==> src/rtl/gucc_pkg.sv <==
// gucc_pkg: shared types, codes and constants for the GPS / Unix / calendar converter.
// Depends on nothing; every other file in rtl/ imports it.
`default_nettype none

package gucc_pkg;

   // Source form codes
   localparam logic [1:0] CMD_GPS  = 2'd0;
   localparam logic [1:0] CMD_UNIX = 2'd1;
   localparam logic [1:0] CMD_CAL  = 2'd2;
   localparam logic [1:0] CMD_NONE = 2'd3;

   // Time constants
   localparam logic [31:0] GPS_EPOCH_UNIX = 32'd315964800;
   localparam logic [19:0] SECS_PER_WEEK  = 20'd604800;
   localparam logic [16:0] SECS_PER_DAY   = 17'd86400;
   localparam logic [33:0] LAST_UNIX_2099 = 34'd4102444799;
   localparam logic [10:0] DAYS_PER_QUAD  = 11'd1461;
   localparam logic [11:0] YEAR_FIRST     = 12'd1970;
   localparam logic [11:0] YEAR_LAST      = 12'd2099;

   // Constant dividers: x / (D << S) = (x >> S) / D, quotient by reciprocal
   // (never high, at most one low), then one compare-and-subtract.
   localparam int          WEEK_SHIFT = 7;
   localparam logic [12:0] WEEK_DIV   = 13'd4725;
   localparam int          WEEK_K     = 26;
   localparam logic [13:0] WEEK_RECIP = 14'((64'd1 << WEEK_K) / 4725);

   localparam int          DAY_SHIFT  = 7;
   localparam logic [9:0]  DAY_DIV    = 10'd675;
   localparam int          DAY_K      = 26;
   localparam logic [16:0] DAY_RECIP  = 17'((64'd1 << DAY_K) / 675);

   localparam int          QUAD_K     = 17;
   localparam logic [6:0]  QUAD_RECIP = 7'((64'd1 << QUAD_K) / 1461);

   localparam int          HOUR_SHIFT = 4;
   localparam logic [7:0]  HOUR_DIV   = 8'd225;
   localparam int          HOUR_K     = 14;
   localparam logic [6:0]  HOUR_RECIP = 7'((64'd1 << HOUR_K) / 225);

   localparam int          MIN_SHIFT  = 2;
   localparam logic [3:0]  MIN_DIV    = 4'd15;
   localparam int          MIN_K      = 11;
   localparam logic [7:0]  MIN_RECIP  = 8'((64'd1 << MIN_K) / 15);

   // Front-to-back queue
   localparam int Q_DEPTH = 4;
   localparam int Q_PTR_W = $clog2(Q_DEPTH);

   typedef struct packed {
      logic [1:0]  cmd;
      logic [12:0] in_gps_week;
      logic [19:0] in_week_seconds;
      logic [31:0] in_unix_seconds;
      logic [11:0] in_year;
      logic [3:0]  in_month;
      logic [4:0]  in_day;
      logic [4:0]  in_hour;
      logic [5:0]  in_minute;
      logic [5:0]  in_second;
      logic [31:0] in_fraction;
   } req_type;

   typedef struct packed {
      logic [12:0] out_gps_week;
      logic [19:0] out_week_seconds;
      logic [31:0] out_unix_seconds;
      logic [11:0] out_year;
      logic [3:0]  out_month;
      logic [4:0]  out_day;
      logic [4:0]  out_hour;
      logic [5:0]  out_minute;
      logic [5:0]  out_second;
      logic [31:0] out_fraction;
      logic        before_gps_epoch;
      logic        range_error;
   } rsp_type;

   // One queued item: whole Unix seconds plus what rides along
   typedef struct packed {
      logic [31:0] unix_seconds;
      logic        range_error;
      logic [31:0] fraction;
   } item_type;

   typedef struct packed {
      logic full;
      logic empty;
   } q_status_type;

   // Zero-based day of year on which a month starts, common year
   function automatic logic [8:0] month_start(input logic [3:0] month);
      logic [8:0] r;
      case (month)
         4'd1:    r = 9'd0;
         4'd2:    r = 9'd31;
         4'd3:    r = 9'd59;
         4'd4:    r = 9'd90;
         4'd5:    r = 9'd120;
         4'd6:    r = 9'd151;
         4'd7:    r = 9'd181;
         4'd8:    r = 9'd212;
         4'd9:    r = 9'd243;
         4'd10:   r = 9'd273;
         4'd11:   r = 9'd304;
         4'd12:   r = 9'd334;
         default: r = 9'd0;
      endcase
      return r;
   endfunction

endpackage

`default_nettype wire

==> src/rtl/gucc_front.sv <==
// gucc_front: accepts items, sorts them by source form and forms whole Unix seconds.
// Depends on gucc_pkg; feeds gucc_queue.
`default_nettype none

module gucc_front
   import gucc_pkg::*;
(
   input  wire logic         clock,
   input  wire logic         reset,
   input  wire logic         req_push,
   input  wire req_type      req_data,
   output logic              req_full,
   input  wire q_status_type q_status,
   output logic              q_push,
   output item_type          q_item
);

   logic        adv;
   logic        valid_ff, valid_in;
   logic [1:0]  cmd_ff, cmd_in;
   logic [32:0] prod_ff, prod_in;
   logic [19:0] ws_ff, ws_in;
   logic [15:0] days_ff, days_in;
   logic [16:0] hms_ff, hms_in;
   logic [31:0] unix_ff, unix_in;
   logic [31:0] frac_ff, frac_in;

   logic [11:0] yr;
   logic [7:0]  yo;
   logic [3:0]  mo;
   logic [4:0]  dy;
   logic        leap_adj;
   logic [33:0] gps_sum;
   logic [32:0] cal_sum;

   // the register moves whenever it is empty or its item can go into the queue
   assign adv      = !valid_ff || !q_status.full;
   assign req_full = !adv;

   // calendar fields clamped, then day count since 1970-01-01
   always_comb begin
      if (req_data.in_year < YEAR_FIRST) begin
         yr = YEAR_FIRST;
      end else if (req_data.in_year > YEAR_LAST) begin
         yr = YEAR_LAST;
      end else begin
         yr = req_data.in_year;
      end
      if (req_data.in_month == 4'd0) begin
         mo = 4'd1;
      end else if (req_data.in_month > 4'd12) begin
         mo = 4'd12;
      end else begin
         mo = req_data.in_month;
      end
      dy = (req_data.in_day == 5'd0) ? 5'd1 : req_data.in_day;
      yo = 8'(yr - YEAR_FIRST);
      // leap when year mod 4 is 0, i.e. two years past 1970 mod 4
      leap_adj = (yo[1:0] == 2'd2) && (mo >= 4'd3);
   end

   assign valid_in = adv ? (req_push && (req_data.cmd != CMD_NONE)) : valid_ff;
   assign cmd_in   = req_data.cmd;
   assign prod_in  = 33'(req_data.in_gps_week) * 33'(SECS_PER_WEEK);
   assign ws_in    = req_data.in_week_seconds;
   assign days_in  = 16'(yo) * 16'd365 + 16'((yo + 8'd1) >> 2) + 16'(month_start(mo))
                   + 16'(dy) - 16'd1 + 16'(leap_adj);
   assign hms_in   = 17'(req_data.in_hour) * 17'd3600 + 17'(req_data.in_minute) * 17'd60
                   + 17'(req_data.in_second);
   assign unix_in  = req_data.in_unix_seconds;
   assign frac_in  = req_data.in_fraction;

   always_ff @(posedge clock) begin
      if (reset) begin
         valid_ff <= 1'b0;
      end else begin
         valid_ff <= valid_in;
      end
   end

   always_ff @(posedge clock) begin
      if (adv) begin
         cmd_ff  <= cmd_in;
         prod_ff <= prod_in;
         ws_ff   <= ws_in;
         days_ff <= days_in;
         hms_ff  <= hms_in;
         unix_ff <= unix_in;
         frac_ff <= frac_in;
      end
   end

   assign gps_sum = 34'(prod_ff) + 34'(ws_ff) + 34'(GPS_EPOCH_UNIX);
   assign cal_sum = 33'(days_ff) * 33'(SECS_PER_DAY) + 33'(hms_ff);

   always_comb begin
      q_item.fraction = frac_ff;
      case (cmd_ff)
         CMD_GPS: begin
            q_item.unix_seconds = gps_sum[31:0];
            q_item.range_error  = gps_sum > LAST_UNIX_2099;
         end
         CMD_UNIX: begin
            q_item.unix_seconds = unix_ff;
            q_item.range_error  = 1'b0;
         end
         CMD_CAL: begin
            q_item.unix_seconds = cal_sum[31:0];
            q_item.range_error  = 1'b0;
         end
         default: begin
            q_item.unix_seconds = '0;
            q_item.range_error  = 1'b0;
         end
      endcase
   end

   assign q_push = valid_ff && !q_status.full;

endmodule

`default_nettype wire

==> src/rtl/gucc_queue.sv <==
// gucc_queue: short item queue between the front and the back.
// Depends on gucc_pkg.
`default_nettype none

module gucc_queue
   import gucc_pkg::*;
(
   input  wire logic     clock,
   input  wire logic     reset,
   input  wire logic     push,
   input  wire item_type push_item,
   input  wire logic     pop,
   output item_type      head_item,
   output q_status_type  status
);

   item_type           mem_ff [Q_DEPTH];
   logic [Q_PTR_W-1:0] wr_ptr_ff, wr_ptr_in;
   logic [Q_PTR_W-1:0] rd_ptr_ff, rd_ptr_in;
   logic [Q_PTR_W:0]   count_ff, count_in;
   logic               do_push, do_pop;

   assign status.full  = (count_ff == (Q_PTR_W + 1)'(Q_DEPTH));
   assign status.empty = (count_ff == '0);
   assign do_push      = push && !status.full;
   assign do_pop       = pop && !status.empty;

   // pointers wrap naturally: depth is a power of two
   always_comb begin
      wr_ptr_in = do_push ? wr_ptr_ff + 1'b1 : wr_ptr_ff;
      rd_ptr_in = do_pop ? rd_ptr_ff + 1'b1 : rd_ptr_ff;
      count_in  = count_ff + (Q_PTR_W + 1)'(do_push) - (Q_PTR_W + 1)'(do_pop);
   end

   always_ff @(posedge clock) begin
      if (reset) begin
         wr_ptr_ff <= '0;
         rd_ptr_ff <= '0;
         count_ff  <= '0;
      end else begin
         wr_ptr_ff <= wr_ptr_in;
         rd_ptr_ff <= rd_ptr_in;
         count_ff  <= count_in;
      end
   end

   always_ff @(posedge clock) begin
      if (do_push) begin
         mem_ff[wr_ptr_ff] <= push_item;
      end
   end

   assign head_item = mem_ff[rd_ptr_ff];

   a_count_bound: assert property (@(posedge clock) disable iff (reset)
      count_ff <= (Q_PTR_W + 1)'(Q_DEPTH))
      else $error("queue count beyond depth");

   a_ptr_count: assert property (@(posedge clock) disable iff (reset)
      Q_PTR_W'(wr_ptr_ff - rd_ptr_ff) == count_ff[Q_PTR_W-1:0])
      else $error("queue pointers disagree with count");

   a_no_drop: assert property (@(posedge clock) disable iff (reset)
      push |-> !status.full)
      else $error("item pushed into full queue");

   a_count_up: assert property (@(posedge clock) disable iff (reset)
      (do_push && !do_pop) |=> (count_ff == $past(count_ff) + 1'b1))
      else $error("queue count did not advance on push");

endmodule

`default_nettype wire

==> src/rtl/gucc_back.sv <==
// gucc_back: six-stage pipeline from Unix seconds to GPS week/seconds and calendar.
// Depends on gucc_pkg; drains gucc_queue, drives the result channel.
`default_nettype none

module gucc_back
   import gucc_pkg::*;
(
   input  wire logic         clock,
   input  wire logic         reset,
   input  wire q_status_type q_status,
   input  wire item_type     q_item,
   output logic              q_pop,
   output logic              rsp_empty,
   input  wire logic         rsp_pop,
   output rsp_type           rsp_data
);

   typedef struct packed {
      logic [31:0] unix;
      logic        range;
      logic [31:0] frac;
      logic        pre_epoch;
      logic [31:0] g;
      logic [12:0] qw;
      logic [15:0] qd;
   } s1_type;

   typedef struct packed {
      logic [31:0] unix;
      logic        range;
      logic [31:0] frac;
      logic        pre_epoch;
      logic [12:0] week;
      logic [19:0] ws;
      logic [15:0] days;
      logic [16:0] rem;
   } s2_type;

   typedef struct packed {
      logic [31:0] unix;
      logic        range;
      logic [31:0] frac;
      logic        pre_epoch;
      logic [12:0] week;
      logic [19:0] ws;
      logic [15:0] days;
      logic [16:0] rem;
      logic [5:0]  quad;
      logic [4:0]  hour;
   } s3_type;

   typedef struct packed {
      logic [31:0] unix;
      logic        range;
      logic [31:0] frac;
      logic        pre_epoch;
      logic [12:0] week;
      logic [19:0] ws;
      logic [5:0]  quad;
      logic [10:0] dq;
      logic [4:0]  hour;
      logic [11:0] rs;
   } s4_type;

   typedef struct packed {
      logic [31:0] unix;
      logic        range;
      logic [31:0] frac;
      logic        pre_epoch;
      logic [12:0] week;
      logic [19:0] ws;
      logic [5:0]  quad;
      logic [1:0]  yq;
      logic [8:0]  doy;
      logic        leap;
      logic [4:0]  hour;
      logic [11:0] rs;
      logic [5:0]  minute;
   } s5_type;

   function automatic logic [10:0] year_start(input logic [1:0] yq);
      logic [10:0] r;
      case (yq)
         2'd0:    r = 11'd0;
         2'd1:    r = 11'd365;
         2'd2:    r = 11'd730;
         2'd3:    r = 11'd1096;
         default: r = 11'd0;
      endcase
      return r;
   endfunction

   logic        adv;
   logic [5:0]  valid_ff, valid_in;
   s1_type      s1_ff, s1_in;
   s2_type      s2_ff, s2_in;
   s3_type      s3_ff, s3_in;
   s4_type      s4_ff, s4_in;
   s5_type      s5_ff, s5_in;
   rsp_type     rsp_ff, rsp_in;

   logic [24:0] xw1, xd1;
   logic [38:0] pw;
   logic [41:0] pd;
   logic [24:0] rw_full, rd_full;
   logic [13:0] rw;
   logic [10:0] rd;
   logic        fix_w, fix_d;
   logic [22:0] pq;
   logic [19:0] ph;
   logic [15:0] dq_full;
   logic [11:0] dq;
   logic [12:0] rh_full;
   logic [8:0]  rh;
   logic        fix_q, fix_h;
   logic [17:0] pm;
   logic [9:0]  rm_full;
   logic [4:0]  rm;
   logic        fix_m;
   logic [3:0]  mi;
   logic [8:0]  mstart;

   // one advance for the whole pipe; a waiting result freezes it
   assign adv       = !valid_ff[5] || rsp_pop;
   assign q_pop     = adv && !q_status.empty;
   assign rsp_empty = !valid_ff[5];
   assign rsp_data  = rsp_ff;
   assign valid_in  = adv ? {valid_ff[4:0], !q_status.empty} : valid_ff;

   // stage 1: GPS offset, reciprocal estimates of week and day counts
   always_comb begin
      s1_in.unix      = q_item.unix_seconds;
      s1_in.range     = q_item.range_error;
      s1_in.frac      = q_item.fraction;
      s1_in.pre_epoch = q_item.unix_seconds < GPS_EPOCH_UNIX;
      s1_in.g         = s1_in.pre_epoch ? '0 : q_item.unix_seconds - GPS_EPOCH_UNIX;
      xw1             = s1_in.g[31:WEEK_SHIFT];
      xd1             = q_item.unix_seconds[31:DAY_SHIFT];
      pw              = 39'(xw1) * 39'(WEEK_RECIP);
      pd              = 42'(xd1) * 42'(DAY_RECIP);
      s1_in.qw        = pw[38:WEEK_K];
      s1_in.qd        = pd[41:DAY_K];
   end

   // stage 2: remainders, one correction step each
   always_comb begin
      rw_full         = s1_ff.g[31:WEEK_SHIFT] - 25'(s1_ff.qw) * 25'(WEEK_DIV);
      rw              = rw_full[13:0];
      fix_w           = rw >= 14'(WEEK_DIV);
      rd_full         = s1_ff.unix[31:DAY_SHIFT] - 25'(s1_ff.qd) * 25'(DAY_DIV);
      rd              = rd_full[10:0];
      fix_d           = rd >= 11'(DAY_DIV);
      s2_in.unix      = s1_ff.unix;
      s2_in.range     = s1_ff.range;
      s2_in.frac      = s1_ff.frac;
      s2_in.pre_epoch = s1_ff.pre_epoch;
      s2_in.week      = s1_ff.qw + 13'(fix_w);
      s2_in.ws        = {13'(fix_w ? rw - 14'(WEEK_DIV) : rw), s1_ff.g[WEEK_SHIFT-1:0]};
      s2_in.days      = s1_ff.qd + 16'(fix_d);
      s2_in.rem       = {10'(fix_d ? rd - 11'(DAY_DIV) : rd), s1_ff.unix[DAY_SHIFT-1:0]};
   end

   // stage 3: estimates of four-year block and hour
   always_comb begin
      pq              = 23'(s2_ff.days) * 23'(QUAD_RECIP);
      ph              = 20'(s2_ff.rem[16:HOUR_SHIFT]) * 20'(HOUR_RECIP);
      s3_in.unix      = s2_ff.unix;
      s3_in.range     = s2_ff.range;
      s3_in.frac      = s2_ff.frac;
      s3_in.pre_epoch = s2_ff.pre_epoch;
      s3_in.week      = s2_ff.week;
      s3_in.ws        = s2_ff.ws;
      s3_in.days      = s2_ff.days;
      s3_in.rem       = s2_ff.rem;
      s3_in.quad      = pq[22:QUAD_K];
      s3_in.hour      = ph[18:HOUR_K];
   end

   // stage 4: day within block, seconds within hour
   always_comb begin
      dq_full         = s3_ff.days - 16'(s3_ff.quad) * 16'(DAYS_PER_QUAD);
      dq              = dq_full[11:0];
      fix_q           = dq >= 12'(DAYS_PER_QUAD);
      rh_full         = s3_ff.rem[16:HOUR_SHIFT] - 13'(s3_ff.hour) * 13'(HOUR_DIV);
      rh              = rh_full[8:0];
      fix_h           = rh >= 9'(HOUR_DIV);
      s4_in.unix      = s3_ff.unix;
      s4_in.range     = s3_ff.range;
      s4_in.frac      = s3_ff.frac;
      s4_in.pre_epoch = s3_ff.pre_epoch;
      s4_in.week      = s3_ff.week;
      s4_in.ws        = s3_ff.ws;
      s4_in.quad      = s3_ff.quad + 6'(fix_q);
      s4_in.dq        = 11'(fix_q ? dq - 12'(DAYS_PER_QUAD) : dq);
      s4_in.hour      = s3_ff.hour + 5'(fix_h);
      s4_in.rs        = {8'(fix_h ? rh - 9'(HOUR_DIV) : rh), s3_ff.rem[HOUR_SHIFT-1:0]};
   end

   // stage 5: year within block (third one is leap), minute estimate
   always_comb begin
      pm              = 18'(s4_ff.rs[11:MIN_SHIFT]) * 18'(MIN_RECIP);
      s5_in.unix      = s4_ff.unix;
      s5_in.range     = s4_ff.range;
      s5_in.frac      = s4_ff.frac;
      s5_in.pre_epoch = s4_ff.pre_epoch;
      s5_in.week      = s4_ff.week;
      s5_in.ws        = s4_ff.ws;
      s5_in.quad      = s4_ff.quad;
      s5_in.yq        = 2'(s4_ff.dq >= 11'd365) + 2'(s4_ff.dq >= 11'd730)
                      + 2'(s4_ff.dq >= 11'd1096);
      s5_in.doy       = 9'(s4_ff.dq - year_start(s5_in.yq));
      s5_in.leap      = (s5_in.yq == 2'd2);
      s5_in.hour      = s4_ff.hour;
      s5_in.rs        = s4_ff.rs;
      s5_in.minute    = pm[16:MIN_K];
   end

   // stage 6: month and day, minute and second, final result
   always_comb begin
      mi = '0;
      for (int k = 1; k < 12; k++) begin
         if (s5_ff.doy >= month_start(4'(k + 1)) + 9'(s5_ff.leap && (k >= 2))) begin
            mi = mi + 4'd1;
         end
      end
      mstart  = month_start(mi + 4'd1) + 9'(s5_ff.leap && (mi >= 4'd2));
      rm_full = s5_ff.rs[11:MIN_SHIFT] - 10'(s5_ff.minute) * 10'(MIN_DIV);
      rm      = rm_full[4:0];
      fix_m   = rm >= 5'(MIN_DIV);

      if (s5_ff.range) begin
         rsp_in             = '0;
         rsp_in.range_error = 1'b1;
      end else begin
         rsp_in.out_gps_week     = s5_ff.week;
         rsp_in.out_week_seconds = s5_ff.ws;
         rsp_in.out_unix_seconds = s5_ff.unix;
         rsp_in.out_year         = YEAR_FIRST + 12'({s5_ff.quad, 2'b00}) + 12'(s5_ff.yq);
         rsp_in.out_month        = mi + 4'd1;
         rsp_in.out_day          = 5'(s5_ff.doy - mstart + 9'd1);
         rsp_in.out_hour         = s5_ff.hour;
         rsp_in.out_minute       = s5_ff.minute + 6'(fix_m);
         rsp_in.out_second       = {4'(fix_m ? rm - 5'(MIN_DIV) : rm),
                                    s5_ff.rs[MIN_SHIFT-1:0]};
         rsp_in.out_fraction     = s5_ff.frac;
         rsp_in.before_gps_epoch = s5_ff.pre_epoch;
         rsp_in.range_error      = 1'b0;
      end
   end

   always_ff @(posedge clock) begin
      if (reset) begin
         valid_ff <= '0;
      end else begin
         valid_ff <= valid_in;
      end
   end

   always_ff @(posedge clock) begin
      if (adv) begin
         s1_ff  <= s1_in;
         s2_ff  <= s2_in;
         s3_ff  <= s3_in;
         s4_ff  <= s4_in;
         s5_ff  <= s5_in;
         rsp_ff <= rsp_in;
      end
   end

endmodule

`default_nettype wire

==> src/rtl/gps_unix_calendar_time_converter_core.sv <==
// gps_unix_calendar_time_converter_core: top level, front + queue + back.
// Depends on gucc_pkg, gucc_front, gucc_queue, gucc_back.
// Throughput: one item per cycle, set by the back pipeline's single advance signal;
//    a pending result stalls the back, the 4-entry queue keeps the front accepting.
// Reset (synchronous, high): clears valid bits, queue pointers and count; no sweep.
`default_nettype none

module gps_unix_calendar_time_converter_core
   import gucc_pkg::*;
(
   input  wire logic    clock,
   input  wire logic    reset,
   // input channel: accepted when req_push && !req_full
   input  wire logic    req_push,
   input  wire req_type req_data,
   output logic         req_full,
   // result channel: oldest result shown while !rsp_empty, taken on rsp_pop
   output logic         rsp_empty,
   input  wire logic    rsp_pop,
   output rsp_type      rsp_data
);

   // Front: one register stage. At accept it clamps the calendar fields and
   // forms the day count and hour/minute/second sum, and the GPS week product.
   // From that register it picks the Unix seconds by source form and flags
   // GPS inputs past 2099. Items with the unused selector are taken and
   // dropped here, so they give no result.
   //
   // Queue: four entries of {Unix seconds, range flag, fraction}. The front
   // pushes a held item while the queue has room; the back pops when it advances.
   //
   // Back: six stages, all moved by one advance (result register free or
   // being taken). Constant divisions are reciprocal multiplies with one
   // correction each, split so every stage has one multiply per lane:
   //    1 week and day estimates   2 week/day remainders
   //    3 four-year and hour est.  4 day in block, seconds in hour
   //    5 year in block, minute    6 month/day, seconds, result register
   // Times before the GPS epoch give zero week and seconds and a flag; a
   // range error zeroes every field but the flag.

   q_status_type q_status;
   logic         q_push;
   logic         q_pop;
   item_type     q_push_item;
   item_type     q_head_item;

   gucc_front u_front (
      .clock    (clock),
      .reset    (reset),
      .req_push (req_push),
      .req_data (req_data),
      .req_full (req_full),
      .q_status (q_status),
      .q_push   (q_push),
      .q_item   (q_push_item)
   );

   gucc_queue u_queue (
      .clock     (clock),
      .reset     (reset),
      .push      (q_push),
      .push_item (q_push_item),
      .pop       (q_pop),
      .head_item (q_head_item),
      .status    (q_status)
   );

   gucc_back u_back (
      .clock     (clock),
      .reset     (reset),
      .q_status  (q_status),
      .q_item    (q_head_item),
      .q_pop     (q_pop),
      .rsp_empty (rsp_empty),
      .rsp_pop   (rsp_pop),
      .rsp_data  (rsp_data)
   );

endmodule

`default_nettype wire

==> config.mk <==
export PLATFORM = sky130hd
export DESIGN_NAME = gps_unix_calendar_time_converter_core
export DESIGN_NICKNAME = d
export VERILOG_FILES = /design/src/rtl/gucc_pkg.sv /design/src/rtl/gucc_front.sv /design/src/rtl/gucc_queue.sv /design/src/rtl/gucc_back.sv /design/src/rtl/gps_unix_calendar_time_converter_core.sv
export SDC_FILE = /design/constraint.sdc
export NUM_CORES = 2
export LEC_CHECK = 0
export ABC_CLOCK_PERIOD_IN_PS = 33200
export BUFFER_PORTS_ARGS = -buffer_cell sky130_fd_sc_hd__buf_2
export CORE_MARGIN = 2
export CORE_UTILIZATION = 40
export DETAILED_ROUTE_END_ITERATION = 6
export PLACE_DENSITY = 0.66
export SETUP_SLACK_MARGIN = 0.3
export SYNTH_ARGS = -nofsm -noshare
export SYNTH_HDL_FRONTEND = slang
export SYNTH_SLANG_ARGS = --single-unit
export TNS_END_PERCENT = 30
==> constraint.sdc <==
create_clock -name clock -period 33.2 [get_ports clock]
set_input_delay 3.32 -clock clock [delete_from_list [all_inputs] [get_ports clock]]
set_output_delay 3.32 -clock clock [all_outputs]
set_load 0.01 [all_outputs]
=== Word level (Yosys, flattened, before mapping) ===
Memories as Yosys holds them, arrays and structs flattened. A register that Yosys moved wholly into a read port is not among the register bits.
Cells that the tools add are included.

* Add/subtract/negate cells: 61
* Multipliers: 15
* $lt $le $gt $ge: 26
* Equal/unequal tests: 8
* Muxes and demuxes: 29
* Reduce and logical (&&, ||, !) cells: 19

{| class="wikitable"
|+ Operators with widths
! cell !! count
|-
| $pmux W33 S3 || 1
|-
| $ge A9 B9 Y1 || 7
|-
| $mux W4 || 13
|-
| $add A4 B1 Y4 const B || 10
|-
| $mul A25 B15 Y40 const B || 1
|-
| $mul A25 B13 Y38 const B || 1
|-
| $add A8 B1 Y9 const A || 4
|-
| $pmux W9 S4 || 1
|-
| $add A33 B20 Y34 || 1
|-
| $add A34 B29 Y34 const B || 1
|-
| $gt A34 B32 Y1 const B || 1
|-
| $add A16 B1 Y16 || 2
|-
| $add A32 B17 Y32 || 1
|-
| $lt A32 B29 Y1 const B || 1
|-
| $mux W32 || 1
|-
| $sub A32 B29 Y32 const B || 1
|-
| $add A9 B1 Y9 const A || 3
|-
| $mul A13 B13 Y26 const B || 1
|-
| $mul A16 B10 Y25 const B || 1
|-
| $mux W8 || 3
|-
| $mul A16 B7 Y23 const B || 1
|-
| $ge A11 B10 Y1 const B || 2
|-
| $ge A9 B8 Y1 || 2
|-
| $sub A9 B9 Y9 || 2
|-
| 69 further kinds || 96
|}

* Register bits: 947
* Memory bits (writable): 260
* Memory bits (read-only): 288
* Input port bits: 141
* Output and inout bits: 139
* Word-level logic and storage cells: 234
* Memories: 3

{| class="wikitable"
|+ Memory list
! memory !! depth !! bits a word !! read ports !! clocked after memory_dff !! wr ports !! RTL line !! text
|-
| u_queue.mem_ff || 4 || 65 || 1 || 1 || 1 || gucc_queue.sv:17 || <nowiki>item_type mem_ff [Q_DEPTH];</nowiki>
|-
| (name not given) || 16 || 9 || 1 || 0 || 0 || gucc_pkg.sv:95 || <nowiki>case (month)</nowiki>
|-
| (name not given) || 16 || 9 || 1 || 0 || 0 || gucc_pkg.sv:95 ||
|}

=== Logic depth before layout (Yosys ltp) ===
* Depth after elaboration: 27
* Gate-level depth with buffers: 49
* Depth with buffers taken out: 49

=== Hierarchy ===
From an unflattened synthesis, not the netlist that was laid out.

* Cell total of the unflattened synthesis: 5834
* Area total of the unflattened synthesis: 75874.0 µm²

{| class="wikitable"
|+ Modules (own cells, without submodules)
! module !! instances !! cells an instance !! area each (µm²) !! sequential area each (µm²)
|-
| gucc_back || 1 || 3700 || 48570.3 || 23062.1
|-
| gucc_front || 1 || 1744 || 17407.9 || 4374.2
|-
| gucc_queue || 1 || 390 || 9895.7 || 7987.7
|}

=== Worst setup path after synthesis ===
Ideal clock, no wire load.

* Path kind: input port to flip-flop
* Start: input rsp_pop
* End: register u_back.rsp_ff, in the netlist u_back.rsp_data[0] (enable)
* Library setup time: 1.108 ns
* Arrival time: 18.164 ns
* Slack: 13.928 ns
* Stages: 2
* Path buffers: 0
* Cells stage by stage: nor2_1 inv_1

* Cells in the longest elaborated chain, start to end: 1

{| class="wikitable"
|+ RTL lines
! what !! RTL line !! text
|-
| start, declared || gps_unix_calendar_time_converter_core.sv:19 || <nowiki>input wire logic rsp_pop,</nowiki>
|-
| $logic_or A1 B1 Y1 || gucc_back.sv:124 || <nowiki>assign adv = !valid_ff[5] || rsp_pop;</nowiki>
|-
| end signal, assigned || gucc_back.sv:266 || <nowiki>rsp_ff <= rsp_in;</nowiki>
|-
| end, declared || gucc_back.sv:100 || <nowiki>rsp_type rsp_ff, rsp_in;</nowiki>
|}

No other way between the ends.
A chain may end at the register's enable or synchronous reset.

==> key figures <==
Status
  – Status: finished, final reports clean

Logic synthesis
  – Primary FF master, synth: edfxtp_1
  – Post-synthesis cell count: approximately 5800
  – Most common library cells after synthesis: 1169 x edfxtp_1, 1137 x inv_1, 918 x ha_1
  – Most numerous cell in the Yosys netlist: edfxtp_1
  – Async set-or-reset flop fraction in the synthesized netlist: 0%
  – Biggest area contributors in the synthesized netlist: edfxtp_1 47%, ha_1 15%, fa_1 14%
  – Post-synth top area cell: edfxtp_1
  – Per-instance average area after synthesis: approximately 13 um^2
  – Synth top area share: between 40% and 50%
  – Sequential share of the synthesized area: a little under half
  – Total number of yosys warnings: 0
  – Flip-flop and latch count after synthesis: between 1000 and 1500
  – Nets in the synthesized netlist: ~7300
  – Cell Area, Synth: roughly 75000 um^2
  – Post-synth cell types: ~90
  – EDFF count, synth: around 1200

Placement
  – Port Buf Inserts: between 200 and 300
  – Global placer's final weighted congestion: about 0.9
  – Placed wire-length estimate after detailed placement: ~110 mm
  – Instance area at placement: 79500 um^2
  – Place WS: roughly 22 ns

Worst hold path
  – Worst hold path type: flip-flop to flip-flop

Detailed routing
  – Post-DRT Antenna Nets: 0
  – Detailed Route WL: roughly 140 mm
  – Per-cell routed wire length: 16.6 um
  – DRT iter0 DRCs: approximately 2200
  – TritonRoute pass-1 iters: 5
  – Vias per cell: ~4.7
  – Number of remaining DRC errors: 0
  – Total number of vias: between 40000 and 50000

STA
  – Final-report max-slew violation count: 0
  – Max Clk Rate: 0.0900 GHz
  – Unrepaired setup endpoints after global routing: no
  – Final setup TNS: 0 ns
  – Endpoints failing hold: 0
  – Setup WS post-layout: roughly 22 ns
  – Post-route clock skew: ~0.04 ns
  – Actual slew at the worst max-slew pin: 1.08 ns
  – Headroom to the max-slew limit: 28.0%
  – Crit share post-route: 33.5%
  – Number of endpoints failing setup at the final stage: 0
  – Final worst path period need: approximately 11 ns

Clock network
  – Number of hold-repair buffers added at the cts stage: 0
  – CTS tree: yes
  – Max Root-Sink Buffers: 3
  – Total clock buffers created by CTS: about 130
  – CTS sink count: between 1000 and 1500
  – Number of setup buffers added after CTS: 0
  – H-tree depth reported by CTS: 4
  – Post-cts repair resize count: 0
  – Worst-skew pair later-pin latency: about 0.78 ns
  – Clock-pin slew on the worst setup and hold paths: 0.06 ns
  – Clock Root Buffer: clkbuf_16

Floorplan
  – Die area: approximately 190000 um^2
  – Initial Util: roughly two fifths
  – Total number of placement rows: around 160
  – Horizontal die dimension: 437 um
  – I/O pin cnt: 280
  – Total core area: between 150000 and 200000 um^2
  – Height of the die: between 400 and 500 um

Worst setup path
  – Data required, critical path: 33.71 ns
  – Max FO, Critical Path: 43
  – Highest-delay cell along the critical path: buf_4
  – Most repeated library cell on the critical path: inv_1
  – Kind of launch point of the worst setup path: flip-flop
  – Critical path's largest stage delay: roughly 0.8 ns
  – Setup crit end kind: flip-flop
  – Cell family contributing the most delay on the critical path: adder cells
  – Critical path data arrival time: roughly 12 ns
  – Buffer and inverter count on the worst path: 6
  – CP Class: flip-flop to flip-flop

GRT
  – First-pass GRT wire length: 232 mm
  – GR Util All Layers: 15.4%
  – Pin count of the biggest net entering global routing: between 150 and 200
  – Total global routing overflow: 0
  – Antenna violations before repair: 24
  – Via count of the first global-routing pass: 43573

Flow run
  – Max-capacitance violation count: 0

Finish
  – Number of nets in the layout: 7691
  – # fillers: between 15000 and 20000
  – Fraction of layout instances using a drive strength above 1: 9.91%
  – Final non-filler cell area: approximately 84000 um^2
  – Util after Layout: 44.9%
  – Area grow syn2layout: 11.9%
-- path summary, 6_finish.rpt --
kind	start	end	slack [ns]	depth (start not counted)
max	flip-flop	u_back.s1_ff[28]	22.09	32
min	u_back.s4_ff[15]	u_back.s5_ff[21]	0.40	0
max reg2reg	flip-flop	u_back.s1_ff[28]	22.09	32
min reg2reg	u_back.s4_ff[15]	u_back.s5_ff[21]	0.40	0
-- flip-flops by register name (all words and copies together) (netlist names), named ones only --
name	flops
u_front.ws_ff	20
u_queue.count_ff	3
u_front.prod_ff	26
u_back.valid_ff	6
u_back.s2_ff	125
u_back.s5_ff	131
u_front.days_ff	16
u_back.rsp_data	135
u_queue.rd_ptr_ff	2
u_front.cmd_ff	2
u_back.s3_ff	128
u_back.s4_ff	129
u_front.hms_ff	17
u_front.unix_ff	32
u_queue.wr_ptr_ff	2
u_queue.mem_ff	260
u_back.s1_ff	116
u_front.frac_ff	32
u_front.valid_ff	1
-- final cells by class --
type | instances | area [um^2] | share of cell area [%]
Clock buffer | 150 | 3350 | 3.99
Antenna cell | 9 | 22.5 | 0.0268
Inverter | 1139 | 4280 | 5.10
Multi-Input combinational cell | 3362 | 35100 | 41.8
Timing Repair Buffer | 300 | 1580 | 1.88
Clock inverter | 82 | 1070 | 1.27
Tap cell | 2495 | 3120 | 3.72
Sequential cell | 1185 | 35400 | 42.2
-- placed cells by master, fill, tap and decap left out, types with 131 or more instances in the layout --
cell type,n
edfxtp_1,1169
inv_1,1136
ha_1,918
fa_1,513
buf_2,279
xnor2_1,269
nand2_1,210
nor2_1,205
a21oi_1,179
nor2b_1,165
o21ai_0,147
clkbuf_16,131
-- metal layers --
metal | global-route usage (%) | routed length [um] | part of all wire [%] | up-vias
met5 | 0 | 44 | 0.030 | -
met2 | 26.2 | 70400 | 49 | 745
met3 | 3.19 | 7080 | 4.9 | 235
li1 | - | - | - | 20243
met4 | 5.49 | 4610 | 3.2 | 8
met1 | 19.5 | 62700 | 43 | 20033
-- kinds of logic after synthesis --
kind of cell	after synthesis	share of synthesized area (%)
simple gates	843	5.56
buf+inv	1205	6.06
compound gates	595	5.02
fa+ha+maj	1431	29.0
mux	108	2.54
xor+xnor	385	4.66
flops	1185	47.2
-- metrics by stage --
| stage | hold slack [ns] | std cells |
|---|---|---|
| global placement | 0.400 | 8481 |
| floorplan | 0.400 | 5752 |
| global route | 0.414 | 8720 |
| detailed placement | 0.405 | 8481 |
| finish | 0.402 | 8722 |
| CTS | 0.404 | 8713 |
Power is not shown: default switching activity piles up to over one toggle a cycle in this logic, so the estimate is an artifact.
